$ cat config.mk
export PLATFORM = sky130hd
export DESIGN_NAME = scalar_kalman_filter
export DESIGN_NICKNAME = d
export VERILOG_FILES = /design/src/skf_pkg.sv /design/src/scalar_kalman_filter.sv /design/src/skf_div.sv /design/src/skf_mul.sv
export SDC_FILE = /design/constraint.sdc
export NUM_CORES = 1
export LEC_CHECK = 0
export ABC_AREA = 0
export BUFFER_PORTS_ARGS = -buffer_cell sky130_fd_sc_hd__buf_2
export CAP_MARGIN = 10
export CELL_PAD_IN_SITES_DETAIL_PLACEMENT = 1
export CELL_PAD_IN_SITES_GLOBAL_PLACEMENT = 1
export CORE_MARGIN = 2
export CORE_UTILIZATION = 54
export CTS_BUF_LIST = sky130_fd_sc_hd__clkbuf_8
export DETAILED_ROUTE_END_ITERATION = 12
export PLACE_DENSITY = 0.95
export SYNTH_ARGS = -nofsm -noshare
export SYNTH_HDL_FRONTEND = slang
export SYNTH_SLANG_ARGS = --single-unit
$ cat constraint.sdc
create_clock -name aclk -period 9.7 [get_ports aclk]
set_input_delay 0.485 -clock aclk [delete_from_list [all_inputs] [get_ports aclk]]
set_output_delay 0.485 -clock aclk [all_outputs]
set_load 0.05 [all_outputs]
$ cat src/skf_pkg.sv
// shared types and constants of the scalar kalman filter
package skf_pkg;

    localparam int CFG_W     = 18;
    localparam int CFG_IDX_W = 2;
    localparam int IN_W      = 16;
    localparam int OUT_W     = 16;
    localparam int EST_W     = 32;

    // register indexes on the configuration port
    localparam logic [CFG_IDX_W-1:0] REG_PROCESS_NOISE     = 2'd0;
    localparam logic [CFG_IDX_W-1:0] REG_MEASUREMENT_NOISE = 2'd1;
    localparam logic [CFG_IDX_W-1:0] REG_INITIAL_VARIANCE  = 2'd2;

    // reset values of the registers
    localparam logic [CFG_W-1:0] PROCESS_NOISE_RST     = 18'd66;
    localparam logic [CFG_W-1:0] MEASUREMENT_NOISE_RST = 18'd35586;
    localparam logic [CFG_W-1:0] INITIAL_VARIANCE_RST  = 18'd1311;

    localparam logic [EST_W-1:0] EST_POS_MAX = {1'b0, {(EST_W-1){1'b1}}};
    localparam logic [EST_W-1:0] EST_NEG_MIN = {1'b1, {(EST_W-1){1'b0}}};

    localparam int OUT_POS_LIM = 32767;
    localparam int OUT_NEG_LIM = 32768;
    localparam logic [OUT_W-1:0] OUT_MAX_VAL = 16'h7FFF;
    localparam logic [OUT_W-1:0] OUT_MIN_VAL = 16'h8000;

    typedef enum logic [2:0] {
        ST_IDLE,
        ST_DIV,
        ST_LOAD,
        ST_MUL,
        ST_UPD,
        ST_OUT
    } skf_state_t;

    // load / step strobes from the sequencer to a serial unit
    typedef struct packed {
        logic load;
        logic step;
    } skf_step_t;

endpackage

$ cat src/scalar_kalman_filter.sv
// scalar kalman filter: top level with sequencer, state and result register
//
// usage
//   - s_ channel carries one signed encoder count per transfer, m_ channel
//     returns one signed filtered count per accepted sample
//   - cfg_wr_en / cfg_wr_index / cfg_wr_data write Q, R and the initial
//     variance; writing the initial variance also reloads the error variance;
//     write only while no sample is in flight
//   - a sample passes through the bit-serial divider and then the bit-serial
//     multipliers, FRACTION_BITS+1 steps each, before the result shows on m_
//   - a new sample is taken only once the previous result is registered, so
//     samples are worked on one at a time
//   - the result sits in an output register; the next sample is accepted
//     while it waits, and only the final write-back waits for m_tready
//   - reset clears the estimate, restores the register defaults and loads
//     the error variance with the initial variance
module scalar_kalman_filter #(
    parameter int FRACTION_BITS = 16
) (
    input  logic                          aclk,
    input  logic                          aresetn,
    input  logic                          s_tvalid,
    output logic                          s_tready,
    input  logic [15:0]                   s_tdata,      // [15:0] sample_count
    output logic                          m_tvalid,
    input  logic                          m_tready,
    output logic [15:0]                   m_tdata,      // [15:0] filtered_count
    input  logic                          cfg_wr_en,
    input  logic [skf_pkg::CFG_IDX_W-1:0] cfg_wr_index,
    input  logic [skf_pkg::CFG_W-1:0]     cfg_wr_data
);

    import skf_pkg::*;

    localparam int ONEW = FRACTION_BITS + 1;      // gain width, up to 1.0
    localparam int PRW  = CFG_W + 1;              // prior variance
    localparam int DNW  = CFG_W + 2;              // prior + R
    localparam int SHW  = IN_W + FRACTION_BITS;   // sample in fixed point
    localparam int DW   = ((SHW > EST_W) ? SHW : EST_W) + 1;  // innovation
    localparam int NW   = DW + 2;                 // updated estimate before clipping
    localparam int CW   = $clog2(FRACTION_BITS + 1);
    localparam logic [CW-1:0]   LAST_STEP = CW'(FRACTION_BITS);
    localparam logic [ONEW-1:0] ONE       = {1'b1, {FRACTION_BITS{1'b0}}};

    // configuration and filter state
    logic [CFG_W-1:0] q_reg, r_reg, p0_reg;
    logic [EST_W-1:0] est_reg;
    logic [CFG_W-1:0] var_reg;

    // per-sample working registers
    logic [PRW-1:0]   prior_reg;
    logic [DW-1:0]    mag_reg;
    logic             neg_reg;

    skf_state_t       state_reg, state_next;
    logic [CW-1:0]    cnt_reg, cnt_next;
    logic [OUT_W-1:0] out_data_reg;
    logic             out_valid_reg, out_valid_next;

    skf_step_t        div_ctl, mul_ctl;
    logic             s_accept, upd_en, out_load, last_step;

    // accept-time arithmetic
    logic [PRW-1:0]   prior_w;
    logic [DNW-1:0]   denom_w;
    logic [SHW-1:0]   sample_sh;
    logic [DW-1:0]    diff_w, mag_w;

    // unit results
    logic [ONEW-1:0]      gain_w, one_minus_gain;
    logic [DW+ONEW-1:0]   gain_prod;
    logic [PRW+ONEW-1:0]  var_prod;

    // update arithmetic
    logic [DW-1:0]    delta_w;
    logic [NW-1:0]    est_ext, delta_ext, next_wide;
    logic [EST_W-1:0] est_sat;
    logic [PRW-1:0]   var_w;
    logic [CFG_W-1:0] var_sat;

    // result formatting
    logic [EST_W-1:0] est_mag, ip_mag, ip_neg;
    logic [OUT_W-1:0] out_w;

    assign s_accept  = s_tvalid && s_tready;
    assign last_step = (cnt_reg == LAST_STEP);

    always_comb begin
        prior_w   = PRW'(var_reg) + PRW'(q_reg);
        denom_w   = DNW'(prior_w) + DNW'(r_reg);
        sample_sh = {s_tdata[IN_W-1:0], {FRACTION_BITS{1'b0}}};
        diff_w    = {{(DW-SHW){sample_sh[SHW-1]}}, sample_sh}
                  - {{(DW-EST_W){est_reg[EST_W-1]}}, est_reg};
        mag_w     = diff_w[DW-1] ? (DW'(0) - diff_w) : diff_w;
    end

    // gain = prior / (prior + R)
    skf_div #(
        .NUM_W (PRW),
        .DEN_W (DNW),
        .Q_W   (ONEW)
    ) u_div (
        .aclk (aclk),
        .ctl  (div_ctl),
        .num  (prior_w),
        .den  (denom_w),
        .quot (gain_w)
    );

    assign one_minus_gain = ONE - gain_w;

    // gain * |innovation|
    skf_mul #(
        .A_W (DW),
        .B_W (ONEW)
    ) u_mul_gain (
        .aclk (aclk),
        .ctl  (mul_ctl),
        .a    (mag_reg),
        .b    (gain_w),
        .prod (gain_prod)
    );

    // (1 - gain) * prior, runs alongside
    skf_mul #(
        .A_W (PRW),
        .B_W (ONEW)
    ) u_mul_var (
        .aclk (aclk),
        .ctl  (mul_ctl),
        .a    (prior_reg),
        .b    (one_minus_gain),
        .prod (var_prod)
    );

    // estimate and variance update with saturation
    always_comb begin
        delta_w   = gain_prod[FRACTION_BITS +: DW];
        est_ext   = {{(NW-EST_W){est_reg[EST_W-1]}}, est_reg};
        delta_ext = {2'b00, delta_w};
        next_wide = neg_reg ? (est_ext - delta_ext) : (est_ext + delta_ext);
        priority if (!next_wide[NW-1] && (|next_wide[NW-2:EST_W-1])) begin
            est_sat = EST_POS_MAX;
        end else if (next_wide[NW-1] && !(&next_wide[NW-2:EST_W-1])) begin
            est_sat = EST_NEG_MIN;
        end else begin
            est_sat = next_wide[EST_W-1:0];
        end
        var_w   = var_prod[FRACTION_BITS +: PRW];
        var_sat = var_w[PRW-1] ? {CFG_W{1'b1}} : var_w[CFG_W-1:0];
    end

    // integer part, truncated toward zero, clipped to 16 bits
    always_comb begin
        est_mag = est_reg[EST_W-1] ? (EST_W'(0) - est_reg) : est_reg;
        ip_mag  = est_mag >> FRACTION_BITS;
        ip_neg  = EST_W'(0) - ip_mag;
        if (est_reg[EST_W-1]) begin
            out_w = (ip_mag > EST_W'(OUT_NEG_LIM)) ? OUT_MIN_VAL : ip_neg[OUT_W-1:0];
        end else begin
            out_w = (ip_mag > EST_W'(OUT_POS_LIM)) ? OUT_MAX_VAL : ip_mag[OUT_W-1:0];
        end
    end

    // sequencer: next state
    always_comb begin
        state_next = state_reg;
        unique case (state_reg)
            ST_IDLE: begin
                if (s_tvalid) state_next = ST_DIV;
            end
            ST_DIV: begin
                if (last_step) state_next = ST_LOAD;
            end
            ST_LOAD: begin
                state_next = ST_MUL;
            end
            ST_MUL: begin
                if (last_step) state_next = ST_UPD;
            end
            ST_UPD: begin
                state_next = ST_OUT;
            end
            ST_OUT: begin
                if (!out_valid_reg || m_tready) state_next = ST_IDLE;
            end
            default: begin
                state_next = ST_IDLE;
            end
        endcase
    end

    // sequencer: outputs
    always_comb begin
        s_tready     = 1'b0;
        div_ctl      = '0;
        mul_ctl      = '0;
        cnt_next     = '0;
        upd_en       = 1'b0;
        out_load     = 1'b0;
        unique case (state_reg)
            ST_IDLE: begin
                s_tready     = 1'b1;
                div_ctl.load = s_tvalid;
            end
            ST_DIV: begin
                div_ctl.step = 1'b1;
                cnt_next     = last_step ? '0 : cnt_reg + 1'b1;
            end
            ST_LOAD: begin
                mul_ctl.load = 1'b1;
            end
            ST_MUL: begin
                mul_ctl.step = 1'b1;
                cnt_next     = last_step ? '0 : cnt_reg + 1'b1;
            end
            ST_UPD: begin
                upd_en = 1'b1;
            end
            ST_OUT: begin
                out_load = !out_valid_reg || m_tready;
            end
            default: begin
                s_tready = 1'b0;
            end
        endcase
    end

    // result slot empties on a transfer, refills from the estimate
    always_comb begin
        if (out_load) begin
            out_valid_next = 1'b1;
        end else if (m_tready) begin
            out_valid_next = 1'b0;
        end else begin
            out_valid_next = out_valid_reg;
        end
    end

    always_ff @(posedge aclk) begin
        if (!aresetn) begin
            state_reg     <= ST_IDLE;
            cnt_reg       <= '0;
            out_valid_reg <= 1'b0;
            q_reg         <= PROCESS_NOISE_RST;
            r_reg         <= MEASUREMENT_NOISE_RST;
            p0_reg        <= INITIAL_VARIANCE_RST;
            est_reg       <= '0;
            var_reg       <= INITIAL_VARIANCE_RST;
        end else begin
            state_reg     <= state_next;
            cnt_reg       <= cnt_next;
            out_valid_reg <= out_valid_next;
            if (cfg_wr_en) begin
                unique case (cfg_wr_index)
                    REG_PROCESS_NOISE:     q_reg <= cfg_wr_data;
                    REG_MEASUREMENT_NOISE: r_reg <= cfg_wr_data;
                    REG_INITIAL_VARIANCE: begin
                        p0_reg  <= cfg_wr_data;
                        var_reg <= cfg_wr_data;
                    end
                    default: begin
                        // unused index, write ignored
                        p0_reg <= p0_reg;
                    end
                endcase
            end
            if (upd_en) begin
                est_reg <= est_sat;
                var_reg <= var_sat;
            end
        end
    end

    // per-sample payload, no reset needed
    always_ff @(posedge aclk) begin
        if (s_accept) begin
            prior_reg <= prior_w;
            mag_reg   <= mag_w;
            neg_reg   <= diff_w[DW-1];
        end
        if (out_load) begin
            out_data_reg <= out_w;
        end
    end

    assign m_tvalid = out_valid_reg;
    assign m_tdata  = out_data_reg;

endmodule

$ cat src/skf_div.sv
// restoring divider, one quotient bit per step, num must not exceed den
module skf_div #(
    parameter int NUM_W = 19,
    parameter int DEN_W = 20,
    parameter int Q_W   = 17
) (
    input  logic                 aclk,
    input  skf_pkg::skf_step_t   ctl,
    input  logic [NUM_W-1:0]     num,
    input  logic [DEN_W-1:0]     den,
    output logic [Q_W-1:0]       quot
);

    logic [DEN_W:0]   rem_reg, rem_next;
    logic [DEN_W-1:0] den_reg;
    logic [Q_W-1:0]   q_reg, q_next;
    logic             den_zero_reg;
    logic [DEN_W+1:0] trial;
    logic [DEN_W:0]   kept;
    logic             q_bit;

    always_comb begin
        trial    = {1'b0, rem_reg} - {2'b00, den_reg};
        q_bit    = !trial[DEN_W+1];
        kept     = q_bit ? trial[DEN_W:0] : rem_reg;
        rem_next = {kept[DEN_W-1:0], 1'b0};
        q_next   = {q_reg[Q_W-2:0], q_bit};
    end

    always_ff @(posedge aclk) begin
        if (ctl.load) begin
            rem_reg      <= (DEN_W+1)'(num);
            den_reg      <= den;
            den_zero_reg <= (den == '0);
            q_reg        <= '0;
        end else if (ctl.step) begin
            rem_reg <= rem_next;
            q_reg   <= q_next;
        end
    end

    // zero divisor gives zero gain
    assign quot = den_zero_reg ? '0 : q_reg;

endmodule

$ cat src/skf_mul.sv
// shift-add multiplier, one multiplier bit per step, lsb first
module skf_mul #(
    parameter int A_W = 33,
    parameter int B_W = 17
) (
    input  logic                 aclk,
    input  skf_pkg::skf_step_t   ctl,
    input  logic [A_W-1:0]       a,
    input  logic [B_W-1:0]       b,
    output logic [A_W+B_W-1:0]   prod
);

    logic [A_W+B_W-1:0] prod_reg, prod_next;
    logic [A_W:0]       sum;

    always_comb begin
        sum       = {1'b0, prod_reg[A_W+B_W-1:B_W]} + (prod_reg[0] ? {1'b0, a} : '0);
        prod_next = {sum, prod_reg[B_W-1:1]};
    end

    always_ff @(posedge aclk) begin
        if (ctl.load) begin
            prod_reg <= {{A_W{1'b0}}, b};
        end else if (ctl.step) begin
            prod_reg <= prod_next;
        end
    end

    assign prod = prod_reg;

endmodule

==> results of run 1 <==
==> worst max-delay path: cells and delay by family, from the launching register on <==
kind	cells	cell delay, ns
simple gates	7	2.04
compound gates	8	2.79
xor+xnor	1	0.37
fa+ha+maj	3	1.07
flops	1	0.33
==> Yosys cell counts (60+ instances only) <==
cell type  count  share of area [%]
edfxtp_1     143                 19
o21ai_0      198                4.4
inv_1        105                1.8
nand2_1      309                5.2
clkbuf_1     101                1.7
nor3_1        92                2.1
and2_1        66                1.9
nor2_1       199                3.3
dfxtp_1      166                 15
a21oi_1      167                3.7
xnor2_1      150                5.9
xor2_1        74                2.9
ha_1         165                9.3
nand2b_1      60                1.7
==> where the power goes <==
part           leakage, nW  internal, mW  switching [mW]
clock network        0.644         0.621           0.617
logic                 6.58         0.394           0.713
registers             2.69          1.47          0.0677
total                 9.91          2.49            1.40
==> stage by stage <==
| stage | setup slack [ns] | cells | util, % |
|---|---|---|---|
| 2_1_floorplan | 4.75 | 2649 | - |
| 3_3_place_gp | 3.87 | 3141 | 56.2 |
| 3_5_place_dp | 3.63 | 3141 | 56.2 |
| 4_1_cts | 3.21 | 3243 | 58.8 |
| 5_1_grt | 2.86 | 3243 | 58.8 |
| 6_report | 2.92 | 3245 | 58.8 |
==> worst paths after layout <==
path	endpoint	depth (start not counted)	slack, ns
setup / recovery	u_div.den_zero_reg	19	2.92
hold / removal	q_reg[11]	3	0.09
setup reg to reg	u_div.den_zero_reg	19	2.92
hold reg to reg	r_reg[9]	2	0.49
==> final cells by class <==
class | instances | area (um2)
Fill cell | 4761 | 16800
Timing Repair Buffer | 77 | 433
Clock buffer | 63 | 867
Tap cell | 532 | 666
Antenna cell | 2 | 5.00
Clock inverter | 39 | 206
Multi-Input combinational cell | 2117 | 13800
Sequential cell | 309 | 7620
Inverter | 106 | 398
==> layer usage <==
layer  vias to the layer above  wire length [um]
met5                         -                26
met1                     10931             32600
li1                       9586                 -
met2                      1514             39400
met3                       484              9290
met4                         4              4970
==> logic make-up (layout without fill, tap and decap cells) <==
family	Yosys count	in the layout	synth area share, %
AO/OA/AOI/OAI	721	721	20.6
XOR/XNOR	224	224	8.80
adder cells (fa/ha/maj)	171	171	9.79
buffers and inverters	223	285	3.93
flip-flops	309	309	34.2
multiplexers	22	22	1.04
other	0	2	0
AND/OR/NAND/NOR	979	979	21.7
==> metrics.md, run 1 <==
| Metric | Value |
|---|---|
| Status | complete, no violations |
| Final Skew | around 0.061 ns |
| Hold buffers post-CTS | 0 |
| Hold Path Origin | cfg_wr_data[11] |
| Antenna viol nets, final | 0 |
| Synth cell types | 92 |
| Final worst-path cycle share | 69.9% |
| Final instance area | 24000 um2 |
| VDD IR max | ~0.16 mV |
| Drt wl/cell | ~27 um |
| Syn. warnings | 0 |
| GRT Max-Usage Layer | met2 |
| Reg clk slew, reported paths | about 0.070 ns |
| # IOs | between 50 and 60 |
| TritonCTS clock tree | built |
| Most common cell after layout, fill and taps aside | nand2_1 |
| CP max stage delay | between 0.8 and 0.9 ns |
| Layout cells sized above 1 | between 8 and 9% |
| Cell Chain, Critical Path | ha_1 -> fa_1 -> a21o_1 -> a21oi_1 -> o21bai_1 -> a2111oi_0 -> o31ai_1 -> o211ai_1 -> nand3b_1 -> xor2_1 -> ha_1 -> a21o_1 -> a21oi_1 -> nand2_1 -> or4_1 -> or4_1 -> or4_1 -> nor4_1 -> nor4bb_1 |
| FF-to-FF Start | q_reg[0] |
| DP HPWL | ~55000 um |
| Syn Nets | 2861 |
| Commonest cells after routing, fill and taps aside | nand2_1 (309), nor2_1 (199), o21ai_0 (198) |
| Final slew viol count | 0 |
| Setup Crit Path Kind | flip-flop to flip-flop |
| Total power | 3.89 mW |
| Core Rows | 74 |
| Minimum clock period | ~6.8 ns |
| 1st-iter DRT viols | 2531 |
| Startpoint type of the worst setup path | flip-flop |
| Crit. End Element | flip-flop |
| Syn-to-layout area delta | 7.71% |
| CTS sink count | roughly 310 |
| GR Util met1 | ~49% |
| Power Density | around 160 nW/um2 |
| Cells after synthesis | 2649 |
| Relative slew slack | 19.3% |
| TritonRoute pass-1 iters | 6 |
| # DRC | 0 |
| Post-CTS sizing | 0 |
| Max cap viols | 0 |
| Clk buf depth | 3 |
| RSZ-0062 raised after global routing | false |
| GP Congestion | ~0.92 |
| Post-Route WL | 86300 um |
| Via/cell ratio | 6.94 |
| Starting density of the core | between 50% and 60% |
| Worst Hold Class | input pin to flip-flop |
| Via Count | roughly 23000 |
| Post-synth EDFFs | approximately 140 |
| Setup Buffers After CTS | 0 |
| Number of nets in the layout | roughly 2900 |
| First-pass GRT wire length | about 130000 um |
| Largest net degree at the start of global routing | 94 |
| Initial antenna violation count | 4 |
| M3 GR Usage | under 10% |
| Lkg Pwr | just under 10 nW |
| Met2 usage | around 64% |
| Clock root cell | clkbuf_8 |
| Mean Syn Cell Area | 8.42 um2 |
| Clk_lat worst skew | 0.69 ns |
| H-Tree Depth | 2 |
| Number of global-route vias before repair | 23616 |
| Die H | 207 um |
| Slew @ Worst Pin | ~1.2 ns |
| Cell repeated most along the worst path | or4_1 |
| All-Layer GR Usage | slightly below 40% |
| Yosys reg bits | ~310 |
| Seq/Total Area, Yosys | between 30% and 40% |
| Async S/R FF share, synth | 0% |
| Core region area | 40800 um2 |
| Placed Area | between 20000 and 25000 um2 |
| Total gr overflow | 0 |
| Die Wd | 207 um |
| Req. time, crit path | 10.21 ns |
| Port Buffers | 58 |
| Die area | between 40000 and 50000 um2 |
| CP max-delay cell | a2111oi_0 |
| Final hold violations | 0 |
| Crit-path max FO | 4 |
| Arrival time worst endpoint | 7.29 ns |
| Leading register cell type out of synthesis | dfxtp_1 |
| Crit path launch | q_reg[0] |
| Final setup viols | 0 |
| Cell Area, Synth | roughly 22000 um2 |
| Hold slack | ~0.093 ns |
| Num CTS Buffers | 55 |
| Setup TNS | 0 ns |
| Fmax | 147 MHz |
| Max reg flops | 50 |
Power figures use the tool's default switching activity.
==> run 2, diff against run 1 <==
- CORE_UTILIZATION: 54 -> 45
- PLACE_DENSITY: 0.95 -> 0.89
- clock period: 9.7 -> 6 ns (I/O delays scaled with it)
==> run 2 against run 1 <==
Effect of this change:
- critical path depth stayed put
- wire length is 16% lower
- hold slack worse by 0.0073 ns
- worst setup slack worse by 2.7 ns
- clock skew is 0.016 ns lower
- clock power is 65% higher
- sequential share of layout area is 0.59 points lower
- flip-flop and latch count stayed put
- total power is 59% higher
- non-clock buffer count is 24 higher
- global-route usage is 11 points lower
- largest cell class unchanged
- highest routed layer unchanged
==> metrics.md, run 2 (synthesis gave the netlist of run 1 again) <==
| Metric | Value |
|---|---|
| Status | complete, no violations |
| Final slew viol count | 0 (unchanged) |
| Most common cell after layout, fill and taps aside | nand2_1 |
| Crit-path max FO | 4 (unchanged) |
| Slew @ Worst Pin | 1.18 ns (-0.0319 ns) |
| Final core occ | 50.0% (-8.8 points) |
| CP max-delay cell | a2111oi_2 |
| Setup Crit Path Kind | flip-flop to flip-flop |
| Antenna viol nets, final | 0 (unchanged) |
| First-pass GRT wire length | 115000 um (-15%) |
| Crit. path cell count | 19 (unchanged) |
| Setup Buffers After CTS | 0 (unchanged) |
| Power Density | 253 nW/um2 (+56%) |
| Largest net degree at the start of global routing | 94 (unchanged) |
| Core Rows | 81 (+9.5%) |
| TritonRoute pass-1 iters | 5 (-1) |
| Clock root cell | clkbuf_8 |
| Die H | 227 um (+9.4%) |
| Reg clk slew, reported paths | 0.06 ns (about the same) |
| Minimum clock period | 5.79 ns (-0.996 ns) |
| CTS sink count | 309 (unchanged) |
| Num CTS Buffers | 54 (-1.8%) |
| Commonest cells after routing, fill and taps aside | nand2_1 (309), nor2_1 (199), o21ai_0 (198) |
| # IOs | 59 (unchanged) |
| TritonCTS clock tree | built |
| Fmax | 173 MHz (+17%) |
| Max cap viols | 0 (unchanged) |
| Cell repeated most along the worst path | or4_1 |
| Cell Chain, Critical Path | ha_1 -> fa_1 -> a21o_1 -> a21oi_1 -> o21bai_1 -> a2111oi_2 -> o31ai_1 -> o211ai_1 -> nand3b_1 -> xor2_1 -> ha_1 -> a21o_1 -> a21oi_1 -> nand2_1 -> or4_1 -> or4_1 -> or4_1 -> nor4_1 -> nor4bb_2 |
| Die area | 51400 um2 (+20%) |
| Crit path launch | q_reg[0] |
| Core region area | 49000 um2 (+20%) |
| All-Layer GR Usage | 28.0% (-11 points) |
| Final setup viols | 0 (unchanged) |
| CP max stage delay | 0.48 ns (-0.35 ns) |
| Layout cells sized above 1 | 8.34% (+0.33 points) |
| Req. time, crit path | 6.48 ns (-3.73 ns) |
| Startpoint type of the worst setup path | flip-flop |
| FF-to-FF Start | q_reg[0] |
| Number of global-route vias before repair | 21362 (-9.5%) |
| Clk_lat worst skew | 0.70 ns (about the same) |
| Final worst-path cycle share | 96.5% (+27 points) |
| Cell family with most CP delay | compound AO/OA/AOI/OAI gates |
| GP Congestion | 0.947 (+3.1%) |
| Starting density of the core | 45.6% (-9.1 points) |
| H-Tree Depth | 2 (unchanged) |
| Number of nets in the layout | 2901 (+0.80%) |
| Worst Hold Depth | 4 (+1) |
| Total gr overflow | 0 (unchanged) |
| Lkg Pwr | 10.0 nW (+1.2%) |
| Arrival time worst endpoint | 6.27 ns (-1.02 ns) |
| Post-Route WL | 72400 um (-16%) |
| Number of buffers and inverters on the critical path | 0 (unchanged) |
| Fill count | 5864 (+23%) |
| Syn-to-layout area delta | 9.75% |
| Via/cell ratio | 6.09 (-12%) |
| Final Skew | 0.0447 ns (-0.0160 ns) |
| Initial antenna violation count | 1 (-3) |
| Max reg flops | 50 (unchanged) |
| Relative slew slack | 21.3% (+2.0 points) |
| Clk buf depth | 3 (unchanged) |
| Worst R2R Setup Slack | 0.21 ns (-2.70 ns) |
| Via Count | 20706 (-8.1%) |
| VDD IR max | 0.288 mV (+76%) |
| Drt wl/cell | 21.3 um (-20%) |
| Final hold violations | 0 (unchanged) |
| DP HPWL | 52100 um (-5.8%) |
| Crit path to | u_div.den_zero_reg |
| # DRC | 0 (unchanged) |
| Length in cells of the worst reg-to-reg path | 19 (unchanged) |
| Port Buffers | 58 (unchanged) |
| 1st-iter DRT viols | 1567 (-38%) |
| Die Wd | 227 um (+9.4%) |
| Worst Hold Class | input pin to flip-flop |
| Setup TNS | 0 ns (unchanged) |
| Reg2reg end | u_div.den_zero_reg |
| Crit. End Element | flip-flop |
| Ant diodes | 0 (-2) |
## run 2: changes by cell type in the layout (fill, tap and decap cells not counted), moves of 2 or more
cell,before,now
inv_1,128,126
bufinv_16,1,3
clkbuf_8,63,60
diode_2,2,0
buf_4,19,22
dlygate4sd3_1,0,20
clkinv_2,7,9
## run 2: metrics by stage
| step | std cells | hold slack [ns] | instance area, um2 | power, mW | worst slack, ns |
|---|---|---|---|---|---|
| 2_1_floorplan | 2649 | 0.424 | 22300 | 3.65 | 1.05 |
| 3_3_place_gp | 3276 | 0.441 | 23100 | 3.96 | 0.470 |
| 3_5_place_dp | 3276 | 0.468 | 23100 | 4.10 | 0.0771 |
| 4_1_cts | 3398 | 0.0516 | 24400 | 6.14 | 0.0500 |
| 5_1_grt | 3399 | 0.0981 | 24500 | 6.46 | -0.0909 |
| 6_report | 3399 | 0.0859 | 24500 | 6.18 | 0.211 |
## run 2: routing by layer
metal,global-route usage (%),up-vias,part of all wire [%]
met1,37.4,10213,44
met2,45.7,710,46
li1,-,9618,-
met4,9.83,2,3.0
met5,0,-,0.018
met3,4.82,163,6.9
## run 2: what timing repair did
item / in CTS / in global routing
resized for setup: 0 / 6
hold buffers: 20 / 0
endpoints found under the setup margin: 0 / 32
hold endpoints to repair: 41 / 0
## run 2: tightest hold or removal path, cell delays in order
cell      delay (ns)
buf_2           0.13
nor3b_2         0.17
nand2_1         0.06
a21boi_0        0.07
## run 2: power breakdown
part | leakage [nW] | switching [mW] | internal, mW
combinational | 6.69 | 1.02 | 0.657
clock | 0.650 | 0.983 | 1.06
sequential | 2.69 | 0.0903 | 2.38
total | 10.0 | 2.09 | 4.09
## run 2: final cells by class
cell class	instances	area (um2)	share of cell area [%]
Clock buffer	60	826	3.37
Clock inverter	42	282	1.15
Inverter	106	398	1.63
Multi-Input combinational cell	2117	13900	56.6
Sequential cell	309	7620	31.1
Tap cell	664	831	3.39
Timing Repair Buffer	101	671	2.74
## run 2: worst min path at each step
stage                   start    endpoint  slack (ns)
2_1_floorplan  cfg_wr_data[1]    q_reg[1]        0.42
3_3_place_gp       cnt_reg[0]  cnt_reg[0]        0.44
3_5_place_dp         q_reg[2]    q_reg[2]        0.47
4_1_cts             cfg_wr_en    r_reg[0]        0.05
5_1_grt             cfg_wr_en    r_reg[2]         0.1
6_report            cfg_wr_en    r_reg[0]        0.09
